==> src/rtl/imu_cal_pkg.sv <==
// imu_cal package: payload types, register indexes, status, phase and function enums
`default_nettype none
package imu_cal_pkg;

  localparam int unsigned AXES = 6;
  localparam logic signed [31:0] ONE_G = 32'sd16384;

  typedef enum logic [2:0] {
    REG_MAX_PASSES     = 3'd0,
    REG_BATCH_SIZE     = 3'd1,
    REG_DISCARD_COUNT  = 3'd2,
    REG_ACCEL_DAMPING  = 3'd3,
    REG_ACCEL_DEADZONE = 3'd4,
    REG_GYRO_DEADZONE  = 3'd5
  } reg_idx_e;

  typedef enum logic [1:0] {
    ST_ADJUSTED   = 2'd0,
    ST_CALIBRATED = 2'd1,
    ST_GAVE_UP    = 2'd2
  } status_e;

  typedef enum logic [2:0] {
    PH_DISCARD,
    PH_SUM,
    PH_DIV,
    PH_DECIDE,
    PH_DONE
  } phase_e;

  typedef enum logic {
    FUNC_SAMPLE = 1'b0,
    FUNC_LOAD   = 1'b1
  } func_e;

  typedef struct packed {
    logic               func;
    logic [2:0]         axis;
    logic signed [15:0] load_value;
    logic signed [15:0] accel_x;
    logic signed [15:0] accel_y;
    logic signed [15:0] accel_z;
    logic signed [15:0] gyro_x;
    logic signed [15:0] gyro_y;
    logic signed [15:0] gyro_z;
  } in_item_t;

  typedef struct packed {
    logic signed [15:0] offset_accel_x;
    logic signed [15:0] offset_accel_y;
    logic signed [15:0] offset_accel_z;
    logic signed [15:0] offset_gyro_x;
    logic signed [15:0] offset_gyro_y;
    logic signed [15:0] offset_gyro_z;
    logic [1:0]         status;
    logic [7:0]         passes_done;
  } out_item_t;

  // control from sequencer, shared by every lane
  typedef struct packed {
    logic clear;
    logic add;
    logic div_start;
    logic adj_start;
  } lane_ctl_t;

endpackage
`default_nettype wire

==> src/rtl/imu_cal_divider.sv <==
// imu_cal signed restoring divider, one quotient bit per cycle, truncating
`default_nettype none
module imu_cal_divider (
  input  wire logic               clk_i,
  input  wire logic               rst_ni,
  input  wire logic               start_i,
  input  wire logic signed [31:0] dividend_i,
  input  wire logic [12:0]        divisor_i,
  output logic                    busy_o,
  output logic signed [31:0]      quot_o
);
  logic [31:0] rem_q, rem_d, quo_q, quo_d;
  logic [5:0]  cnt_q, cnt_d;
  logic        neg_q, neg_d;
  logic [12:0] dsr_q, dsr_d;
  logic [32:0] trial;

  // shift-subtract step
  always_comb begin
    rem_d = rem_q;
    quo_d = quo_q;
    cnt_d = cnt_q;
    neg_d = neg_q;
    dsr_d = dsr_q;
    trial = '0;
    if (start_i) begin
      neg_d = dividend_i[31];
      quo_d = dividend_i[31] ? 32'(-dividend_i) : 32'(dividend_i);
      rem_d = '0;
      dsr_d = divisor_i;
      cnt_d = 6'd32;
    end else if (cnt_q != 6'd0) begin
      trial = {rem_q, quo_q[31]} - {20'd0, dsr_q};
      if (!trial[32]) begin
        rem_d = trial[31:0];
        quo_d = {quo_q[30:0], 1'b1};
      end else begin
        rem_d = {rem_q[30:0], quo_q[31]};
        quo_d = {quo_q[30:0], 1'b0};
      end
      cnt_d = cnt_q - 6'd1;
    end
  end

  always_ff @(posedge clk_i or negedge rst_ni) begin
    if (!rst_ni) begin
      cnt_q <= '0;
    end else begin
      cnt_q <= cnt_d;
    end
  end

  always_ff @(posedge clk_i) begin
    rem_q <= rem_d;
    quo_q <= quo_d;
    neg_q <= neg_d;
    dsr_q <= dsr_d;
  end

  assign busy_o = (cnt_q != 6'd0);
  assign quot_o = neg_q ? -$signed(quo_q) : $signed(quo_q);
endmodule
`default_nettype wire

==> src/rtl/imu_cal_lane.sv <==
// imu_cal axis lane: running sum, mean division, deadzone test, offset adjust
`default_nettype none
module imu_cal_lane (
  input  wire logic                  clk_i,
  input  wire logic                  rst_ni,
  input  wire imu_cal_pkg::lane_ctl_t ctl_i,
  input  wire logic signed [15:0]    sample_i,
  input  wire logic [12:0]           batch_i,
  input  wire logic                  z_first_i,
  input  wire logic [7:0]            divisor_i,
  input  wire logic [7:0]            deadzone_i,
  output logic                       busy_o,
  output logic                       settled_o,
  output logic signed [15:0]         delta_o
);
  import imu_cal_pkg::*;

  logic signed [31:0] sum_q, sum_d;
  logic signed [31:0] mean_q;
  logic               mean_busy, adj_busy, div_busy_q;
  logic signed [31:0] mean_w, adj_w, adj_in;
  logic [31:0]        mag;

  // running sum, emptied when the batch sum moves into the divider
  always_comb begin
    sum_d = sum_q;
    if (ctl_i.clear || ctl_i.div_start) begin
      sum_d = '0;
    end else if (ctl_i.add) begin
      sum_d = sum_q + 32'(sample_i);
    end
  end

  always_ff @(posedge clk_i or negedge rst_ni) begin
    if (!rst_ni) begin
      sum_q <= '0;
      div_busy_q <= 1'b0;
    end else begin
      sum_q <= sum_d;
      div_busy_q <= mean_busy;
    end
  end

  imu_cal_divider u_mean (
    .clk_i, .rst_ni,
    .start_i    (ctl_i.div_start),
    .dividend_i (sum_q),
    .divisor_i  (batch_i),
    .busy_o     (mean_busy),
    .quot_o     (mean_w)
  );

  // capture mean when divider finishes
  always_ff @(posedge clk_i) begin
    if (div_busy_q && !mean_busy) begin
      mean_q <= mean_w;
    end
  end

  assign adj_in = z_first_i ? (ONE_G - mean_q) : mean_q;

  imu_cal_divider u_adj (
    .clk_i, .rst_ni,
    .start_i    (ctl_i.adj_start),
    .dividend_i (adj_in),
    .divisor_i  ({5'd0, (divisor_i == 8'd0) ? 8'd1 : divisor_i}),
    .busy_o     (adj_busy),
    .quot_o     (adj_w)
  );

  // deadzone compare on magnitude
  assign mag       = mean_q[31] ? 32'(-mean_q) : 32'(mean_q);
  assign settled_o = (mag <= {24'd0, deadzone_i});
  assign delta_o   = adj_w[15:0];
  assign busy_o    = mean_busy | adj_busy | div_busy_q;
endmodule
`default_nettype wire

==> src/rtl/imu_offset_calibration_unit.sv <==
// imu offset calibration top level: sequencer, six lanes, merge of results
// A sample that does not end a batch is taken without a stall and the next can
// follow at once. After the sample that ends a batch the input is stalled while
// the six lanes divide their sums in parallel with a bit-serial divider to get
// the means, the sequencer decides, and, when the offsets are adjusted, the lanes
// run a second division. The result is then registered in an output register and
// waits there until taken; after an adjusted result samples keep flowing meanwhile,
// but the next batch end holds in its decision state, input stalled, until the
// waiting result leaves. Configuration is taken at once.
`default_nettype none
module imu_offset_calibration_unit #(
  parameter int unsigned MAX_BATCH = 4096
) (
  input  wire logic                   clk_i,
  input  wire logic                   rst_ni,
  input  wire logic                   in_valid,
  output logic                        in_stall,
  input  wire imu_cal_pkg::in_item_t  in_data_i,
  output logic                        out_valid,
  input  wire logic                   out_stall,
  output imu_cal_pkg::out_item_t      out_data_o,
  input  wire logic                   cfg_valid,
  output logic                        cfg_ready,
  input  wire logic [2:0]             cfg_index_i,
  input  wire logic [12:0]            cfg_data_i
);
  import imu_cal_pkg::*;

  // counter covers both the batch length and the 10-bit discard count
  localparam int unsigned CW = ($clog2(MAX_BATCH + 1) > 10) ? $clog2(MAX_BATCH + 1) : 10;

  logic [7:0]  max_passes_q, damp_q, adz_q, gdz_q;
  logic [12:0] batch_size_q;
  logic [9:0]  discard_q;
  phase_e      phase_q, phase_d;
  logic [CW-1:0] cnt_q, cnt_d;
  logic [7:0]  pass_q, pass_d;
  logic signed [15:0] off_q [AXES];
  logic        ovalid_q;
  out_item_t   out_q;
  logic        adj_phase_q, adj_phase_d;
  logic [1:0]  wait_q, wait_d;
  lane_ctl_t   ctl;
  logic        take;
  logic [AXES-1:0] busy, sett;
  logic signed [15:0] delta [AXES];
  logic signed [15:0] smp [AXES];
  logic [CW-1:0] batch_eff;
  logic        all_settled, emit;
  logic [1:0]  emit_status;
  logic        do_adj;

  assign cfg_ready = 1'b1;

  // configuration registers
  always_ff @(posedge clk_i or negedge rst_ni) begin
    if (!rst_ni) begin
      max_passes_q <= 8'd20;
      batch_size_q <= 13'd1000;
      discard_q    <= 10'd100;
      damp_q       <= 8'd8;
      adz_q        <= 8'd8;
      gdz_q        <= 8'd1;
    end else if (cfg_valid) begin
      case (cfg_index_i)
        REG_MAX_PASSES:     max_passes_q <= cfg_data_i[7:0];
        REG_BATCH_SIZE:     batch_size_q <= cfg_data_i;
        REG_DISCARD_COUNT:  discard_q    <= cfg_data_i[9:0];
        REG_ACCEL_DAMPING:  damp_q       <= cfg_data_i[7:0];
        REG_ACCEL_DEADZONE: adz_q        <= cfg_data_i[7:0];
        REG_GYRO_DEADZONE:  gdz_q        <= cfg_data_i[7:0];
        default: ;
      endcase
    end
  end

  // clamp batch size into 1..MAX_BATCH
  always_comb begin
    if (batch_size_q == 13'd0) begin
      batch_eff = CW'(1);
    end else if (32'(batch_size_q) > MAX_BATCH) begin
      batch_eff = CW'(MAX_BATCH);
    end else begin
      batch_eff = CW'(batch_size_q);
    end
  end

  assign in_stall = (phase_q == PH_DIV) || (phase_q == PH_DECIDE);
  assign take     = in_valid && !in_stall;

  assign smp[0] = in_data_i.accel_x;
  assign smp[1] = in_data_i.accel_y;
  assign smp[2] = in_data_i.accel_z;
  assign smp[3] = in_data_i.gyro_x;
  assign smp[4] = in_data_i.gyro_y;
  assign smp[5] = in_data_i.gyro_z;

  assign all_settled = &sett;

  // next state of the sequencer
  always_comb begin
    phase_d     = phase_q;
    cnt_d       = cnt_q;
    pass_d      = pass_q;
    adj_phase_d = adj_phase_q;
    wait_d      = wait_q;
    case (phase_q)
      PH_DISCARD: begin
        if (take && in_data_i.func == FUNC_SAMPLE) begin
          if (32'(cnt_q) < 32'(discard_q)) begin
            cnt_d = cnt_q + CW'(1);
          end else if (CW'(1) >= batch_eff) begin
            phase_d = PH_DIV;
            cnt_d   = '0;
            wait_d  = 2'd2;
          end else begin
            phase_d = PH_SUM;
            cnt_d   = CW'(1);
          end
        end
      end
      PH_SUM: begin
        if (take && in_data_i.func == FUNC_SAMPLE) begin
          if (cnt_q + CW'(1) >= batch_eff) begin
            phase_d = PH_DIV;
            cnt_d   = '0;
            wait_d  = 2'd2;
          end else begin
            cnt_d = cnt_q + CW'(1);
          end
        end
      end
      PH_DIV: begin
        if (wait_q != 2'd0) begin
          wait_d = wait_q - 2'd1;
        end else if (busy == '0) begin
          phase_d     = PH_DECIDE;
          adj_phase_d = 1'b0;
        end
      end
      PH_DECIDE: begin
        if (!adj_phase_q) begin
          // hold the decision while the previous result still waits
          if (ovalid_q) begin
            phase_d = PH_DECIDE;
          end else if (do_adj) begin
            adj_phase_d = 1'b1;
            wait_d      = 2'd2;
          end else begin
            phase_d = PH_DONE;
          end
        end else if (wait_q != 2'd0) begin
          wait_d = wait_q - 2'd1;
        end else if (busy == '0) begin
          phase_d = PH_DISCARD;
          pass_d  = pass_q + 8'd1;
        end
      end
      PH_DONE: ;
      default: phase_d = PH_DISCARD;
    endcase
    if (take && in_data_i.func == FUNC_LOAD) begin
      phase_d = PH_DISCARD;
      cnt_d   = '0;
      pass_d  = '0;
    end
  end

  // decision at batch end
  always_comb begin
    do_adj      = 1'b0;
    emit_status = ST_GAVE_UP;
    if (pass_q == 8'd0) begin
      do_adj = (max_passes_q != 8'd0);
    end else if (all_settled) begin
      emit_status = ST_CALIBRATED;
    end else if (pass_q < max_passes_q) begin
      do_adj = 1'b1;
    end
    if (do_adj) begin
      emit_status = ST_ADJUSTED;
    end
  end

  // lane control outputs, mean division starts once the last sum is in
  always_comb begin
    ctl           = '0;
    ctl.clear     = take && in_data_i.func == FUNC_LOAD;
    ctl.add       = take && in_data_i.func == FUNC_SAMPLE &&
                    (phase_q == PH_SUM ||
                     (phase_q == PH_DISCARD && 32'(cnt_q) >= 32'(discard_q)));
    ctl.div_start = (phase_q == PH_DIV) && (wait_q == 2'd2);
    ctl.adj_start = (phase_q == PH_DECIDE) && !adj_phase_q && !ovalid_q && do_adj;
  end

  assign emit = ((phase_q == PH_DECIDE) && !adj_phase_q && !ovalid_q && !do_adj) ||
                ((phase_q == PH_DECIDE) && adj_phase_q && wait_q == 2'd0 &&
                 busy == '0);

  // six parallel lanes
  for (genvar k = 0; k < AXES; k++) begin : g_lane
    imu_cal_lane u_lane (
      .clk_i, .rst_ni,
      .ctl_i      (ctl),
      .sample_i   (smp[k]),
      .batch_i    (13'(batch_eff)),
      .z_first_i  (k == 2 && pass_q == 8'd0),
      .divisor_i  ((k < 3) ? damp_q : gdz_q),
      .deadzone_i ((k < 3) ? adz_q : gdz_q),
      .busy_o     (busy[k]),
      .settled_o  (sett[k]),
      .delta_o    (delta[k])
    );
  end

  // offsets: load or merge lane deltas
  always_ff @(posedge clk_i or negedge rst_ni) begin
    if (!rst_ni) begin
      for (int k = 0; k < AXES; k++) off_q[k] <= '0;
    end else if (take && in_data_i.func == FUNC_LOAD) begin
      for (int k = 0; k < AXES; k++) begin
        if (in_data_i.axis == 3'(k)) off_q[k] <= in_data_i.load_value;
      end
    end else if (emit && adj_phase_q) begin
      for (int k = 0; k < AXES; k++) off_q[k] <= off_q[k] - delta[k];
    end
  end

  // sequencer registers
  always_ff @(posedge clk_i or negedge rst_ni) begin
    if (!rst_ni) begin
      phase_q     <= PH_DISCARD;
      cnt_q       <= '0;
      pass_q      <= '0;
      adj_phase_q <= 1'b0;
      wait_q      <= '0;
    end else begin
      phase_q     <= phase_d;
      cnt_q       <= cnt_d;
      pass_q      <= pass_d;
      adj_phase_q <= adj_phase_d;
      wait_q      <= wait_d;
    end
  end

  // result register
  always_ff @(posedge clk_i or negedge rst_ni) begin
    if (!rst_ni) begin
      ovalid_q <= 1'b0;
    end else if (emit) begin
      ovalid_q <= 1'b1;
    end else if (!out_stall) begin
      ovalid_q <= 1'b0;
    end
  end

  always_ff @(posedge clk_i) begin
    if (emit) begin
      out_q.offset_accel_x <= adj_phase_q ? off_q[0] - delta[0] : off_q[0];
      out_q.offset_accel_y <= adj_phase_q ? off_q[1] - delta[1] : off_q[1];
      out_q.offset_accel_z <= adj_phase_q ? off_q[2] - delta[2] : off_q[2];
      out_q.offset_gyro_x  <= adj_phase_q ? off_q[3] - delta[3] : off_q[3];
      out_q.offset_gyro_y  <= adj_phase_q ? off_q[4] - delta[4] : off_q[4];
      out_q.offset_gyro_z  <= adj_phase_q ? off_q[5] - delta[5] : off_q[5];
      out_q.status         <= adj_phase_q ? ST_ADJUSTED : emit_status;
      out_q.passes_done    <= adj_phase_q ? pass_q + 8'd1 : pass_q;
    end
  end

  assign out_valid  = ovalid_q;
  assign out_data_o = out_q;
endmodule
`default_nettype wire

==> config.mk <==
export PLATFORM = sky130hd
export DESIGN_NAME = imu_offset_calibration_unit
export DESIGN_NICKNAME = d
export VERILOG_FILES = /design/src/rtl/imu_cal_pkg.sv /design/src/rtl/imu_cal_divider.sv /design/src/rtl/imu_cal_lane.sv /design/src/rtl/imu_offset_calibration_unit.sv
export SDC_FILE = /design/constraint.sdc
export NUM_CORES = 2
export LEC_CHECK = 0
export BUFFER_PORTS_ARGS = -buffer_cell sky130_fd_sc_hd__buf_2
export CAP_MARGIN = 25
export CORE_ASPECT_RATIO = 0.6
export CORE_UTILIZATION = 64
export DETAILED_ROUTE_END_ITERATION = 16
export PLACE_DENSITY_LB_ADDON = 0.08
export SLEW_MARGIN = 25
export SYNTH_ARGS = -nofsm -noshare
export SYNTH_HDL_FRONTEND = slang
export SYNTH_SLANG_ARGS = --single-unit
==> constraint.sdc <==
create_clock -name clk_i -period 7.2 [get_ports clk_i]
set_input_delay 1.8 -clock clk_i [delete_from_list [all_inputs] [get_ports clk_i]]
set_output_delay 1.8 -clock clk_i [all_outputs]
set_load 0.05 [all_outputs]
==> results.py <==
metrics = {
    "worst_setup_path": {
        "timing.rr.end": "g_lane[3].u_lane.u_adj.quo_q[6]",
        "worstPathArrival_ns": 6.71,
        "crit_type": "register to register",
        "max_stage_delay_ns": 0.70,
        "rr_startpoint": "g_lane[5].u_lane.mean_q[6]",
        "cp.required_ns": 7.77,
        "critical_path.startpoint_type": "register",
        "r2r_cells": 14,
        "crit_path_start": "g_lane[5].u_lane.mean_q[6]",
        "path_depth": 14,
        "reg2reg_setup_slack_ns": 1.06,
        "cp_top_family": "simple AND/OR/NAND/NOR gates",
        "crit_end": "g_lane[3].u_lane.u_adj.quo_q[6]",
        "crit_chain": "nor4_1 > nand4_1 > o41ai_2 > xor2_1 > nand2_1 > or4_1 > nor4_1 > nand4_1 > nor3_2 > nand3b_4 > inv_8 > buf_4 > nor2_1 > nor2_1",
        "cp-end-kind": "register",
        "cp_slowest_cell": "nor4_1",
        "cp_num_buf_inv": 2,
        "critPathMaxFanout": 110,
    },
    "power": {
        "vdd_ir_drop_max_mv": 0.291,
        "powerDensity_nw_per_um2": 494,
        "p_leak_nw": 43.8,
    },
    "clock_tree": {
        "insertion_delay_ns": 0.83,
        "cts_buffers": 161,
        "h-tree-depth": 4,
        "root_buffer": "clkbuf_16",
        "path_clk_slew_ns": 0.07,
        "cts_post_setup_buffers_inserted": 0,
        "tritoncts": "built",
        "clockBufferDepth": 4,
        "clock-sinks": 1556,
        "cts_hold_buf": 0,
        "cts_resized": 0,
    },
    "final_layout": {
        "areaGrowthSynthToFinish_pct": 8.07,
        "layout_commonest_cell": "nand2_1",
        "mostFrequentLayoutCells": "nand2_1, nor2_1, o21ai_0, edfxtp_1, xnor2_1",
        "fillers": 11896,
        "nNetsFinal": 11635,
        "drive_gt1_share_pct": 9.29,
        "final_cells": 13193,
    },
    "timing": {
        "finalCritPeriodShare_pct": 85.2,
        "finalCriticalPeriod_ns": 6.14,
        "rsz0062_at_grt": "no",
        "drv_slew": 0,
        "fin_tns_setup_ns": 0,
        "finalHoldViolations": 0,
        "slew_headroom_pct": 21.1,
        "finalSetupViolations": 0,
        "max_freq_mhz": 163,
        "skew_ns": 0.0453,
        "tightest_slew_ns": 1.17,
    },
    "global_route": {
        "grt_pass1_vias": 74925,
        "grt.overflow.total": 0,
        "grt_pass1_wl_mm": 444,
        "antenna_found_initial": 13,
        "track_usage_pct": 35.8,
        "grt_max_degree": 238,
    },
    "hold_path": {
        "min_path_cells": 2,
        "hold_path.class": "register to register",
    },
    "routing": {
        "ant_nets": 0,
        "vias": 84525,
        "drtIter0Drc": 10056,
        "drc": 0,
        "routed_wl_mm": 292,
        "detail_route.wl_per_cell_um": 22.2,
        "drtPass1Iterations": 6,
        "viasPerCell": 6.41,
    },
    "die": {
        "row_count": 112,
        "die-area_um2": 159000,
        "core_um2": 156000,
        "die_w_um": 513,
        "initial_core_util_pct": 64.5,
        "die_h_um": 309,
        "io_pins": 246,
    },
    "synth": {
        "synth_cell_type_count": 105,
        "ys_async_sr_fraction_pct": 28.9,
        "synth-edff-count": 723,
        "seq_area_frac_synth_pct": 40.5,
        "synth-seq-cells": 1556,
        "synthFlopType": "edfxtp_1",
        "avgSynthCellArea_um2": 9.17,
        "synth_nets": 11631,
        "synth_warnings": 0,
        "syn_inst": 10951,
        "mappedNetlistArea_um2": 100000,
    },
    "placement": {
        "port_buffers": 244,
        "dp_hpwl_mm": 218,
        "gp_congestion": 0.965,
        "dpl.cell_count": 12899,
    },
    "run_status": {
        "run_status": "complete, no violations",
    },
    "run": {
        "cap_violations": 0,
    },
}
[power breakdown]
group | internal, mW | switching (mW) | total, mW
Combinational | 11.2 | 15.3 | 26.5
Clock | 4.99 | 3.68 | 8.67
Sequential | 13.9 | 4.48 | 18.4
[layout make-up]
cell class                 instances  area, um^2  share of cell area [%]
clock buffer                     215        4480                    4.12
sequential                      1556       40700                    37.5
clock inverter                    70         825                   0.760
antenna                            7        17.5                  0.0161
inverter                         324        1230                    1.14
tap                             2109        2640                    2.43
timing repair buffer             356        2210                    2.04
multi-input combinational       8556       56500                    52.0
[through the flow]
| stage | util [%] | setup slack, ns | cell area [um^2] | hold WS [ns] | power [mW] |
|---|---|---|---|---|---|
| floorplan | - | 0.876 | 100000 | 0.447 | 36.5 |
| global placement | 66.3 | 1.29 | 103000 | 0.459 | 42.9 |
| detailed placement | 66.3 | 1.19 | 103000 | 0.458 | 44.1 |
| CTS | 69.7 | 1.18 | 108000 | 0.472 | 52.9 |
| global route | 69.7 | 0.708 | 109000 | 0.489 | 57.1 |
| finish | 69.7 | 1.06 | 109000 | 0.473 | 53.6 |
[registers in the layout (all words and copies together), names as in the netlist, 8 cells and up]
signal	count
g_lane.u_lane.u_mean.quo_q	192
g_lane.u_lane.u_adj.cnt_q	36
g_lane.u_lane.u_adj.quo_q	192
adz_q	8
batch_size_q	13
discard_q	10
max_passes_q	8
g_lane.u_lane.u_adj.rem_q	192
pass_q	8
g_lane.u_lane.u_mean.rem_q	192
g_lane.u_lane.sum_q	192
damp_q	8
g_lane.u_lane.u_mean.dsr_q	13
out_data_o	106
cnt_q	13
g_lane.u_lane.u_mean.cnt_q	36
g_lane.u_lane.mean_q	192
g_lane.u_lane.u_adj.dsr_q	16
off_q	96
gdz_q	8
[how the worst min path moves through the flow]
| stage | start | endpoint | slack [ns] |
|---|---|---|---|
| finish | g_lane[3].u_lane.u_mean.rem_q[1] | g_lane[3].u_lane.u_mean.rem_q[1] | 0.47 |
| detailed placement | damp_q[5] | g_lane[2].u_lane.u_adj.dsr_q[5] | 0.46 |
| floorplan | g_lane[5].u_lane.u_mean.rem_q[21] | g_lane[5].u_lane.u_mean.rem_q[21] | 0.45 |
| global route | gdz_q[5] | g_lane[4].u_lane.u_adj.dsr_q[5] | 0.49 |
| CTS | g_lane[3].u_lane.u_mean.rem_q[1] | g_lane[3].u_lane.u_mean.rem_q[1] | 0.47 |
| global placement | g_lane[2].u_lane.u_adj.rem_q[1] | g_lane[2].u_lane.u_adj.rem_q[1] | 0.46 |
[worst register-to-register path: cells and delay by family (launching register included)]
| kind | cells | cell delay [ns] |
|---|---|---|
| flip-flops | 1 | 0.47 |
| buffers and inverters | 2 | 0.86 |
| AND/OR/NAND/NOR | 10 | 3.66 |
| XOR/XNOR | 1 | 0.45 |
| AO/OA/AOI/OAI | 1 | 0.46 |
[synth_stat cells, drive strengths merged (71+ instances only)]
| master | instances | share of area, % |
|---|---|---|
| nand2 | 1081 | 4.0 |
| o21ai | 1054 | 5.3 |
| nor2 | 976 | 3.6 |
| edfxtp | 723 | 22 |
| xnor2 | 657 | 5.7 |
| a21oi | 618 | 3.1 |
| xor2 | 590 | 5.1 |
| ha | 519 | 6.5 |
| dfrtp | 435 | 11 |
| clkbuf | 416 | 1.6 |
| dfxtp | 384 | 7.7 |
| a211oi | 341 | 3.4 |
| inv | 322 | 1.2 |
| nand3 | 313 | 1.6 |
| nor3 | 277 | 1.4 |
| o31ai | 218 | 1.6 |
| or3 | 180 | 1.1 |
| nand2b | 163 | 1.0 |
| or4 | 139 | 1.0 |
| a21o | 134 | 1.0 |
| nor4 | 129 | 0.85 |
| mux2 | 120 | 1.3 |
| nor2b | 115 | 0.72 |
| o41ai | 104 | 0.91 |
| buf | 99 | 0.70 |
| nand4 | 71 | 0.44 |
[metal layers]
metal / wire (um) / vias up / global-route usage, % / part of all wire (%)
met1: 138000 / 40287 / 58.5 / 47
met2: 112000 / 4064 / 46.5 / 38
met5: 24 / - / 0 / 0.0082
met3: 35600 / 397 / 8.30 / 12
met4: 6670 / 4 / 8.55 / 2.3
li1: - / 39773 / - / -
[cell families after synthesis]
family | after synthesis | share of synthesized area, %
mux | 185 | 1.99
compound gates | 2886 | 18.6
xor+xnor | 1247 | 10.9
other cells | 1 | 0.00373
fa+ha+maj | 543 | 6.94
flops | 1556 | 40.5
buf+inv | 839 | 3.47
simple gates | 3694 | 17.6
No activity file was read; power rests on OpenSTA's default activity.
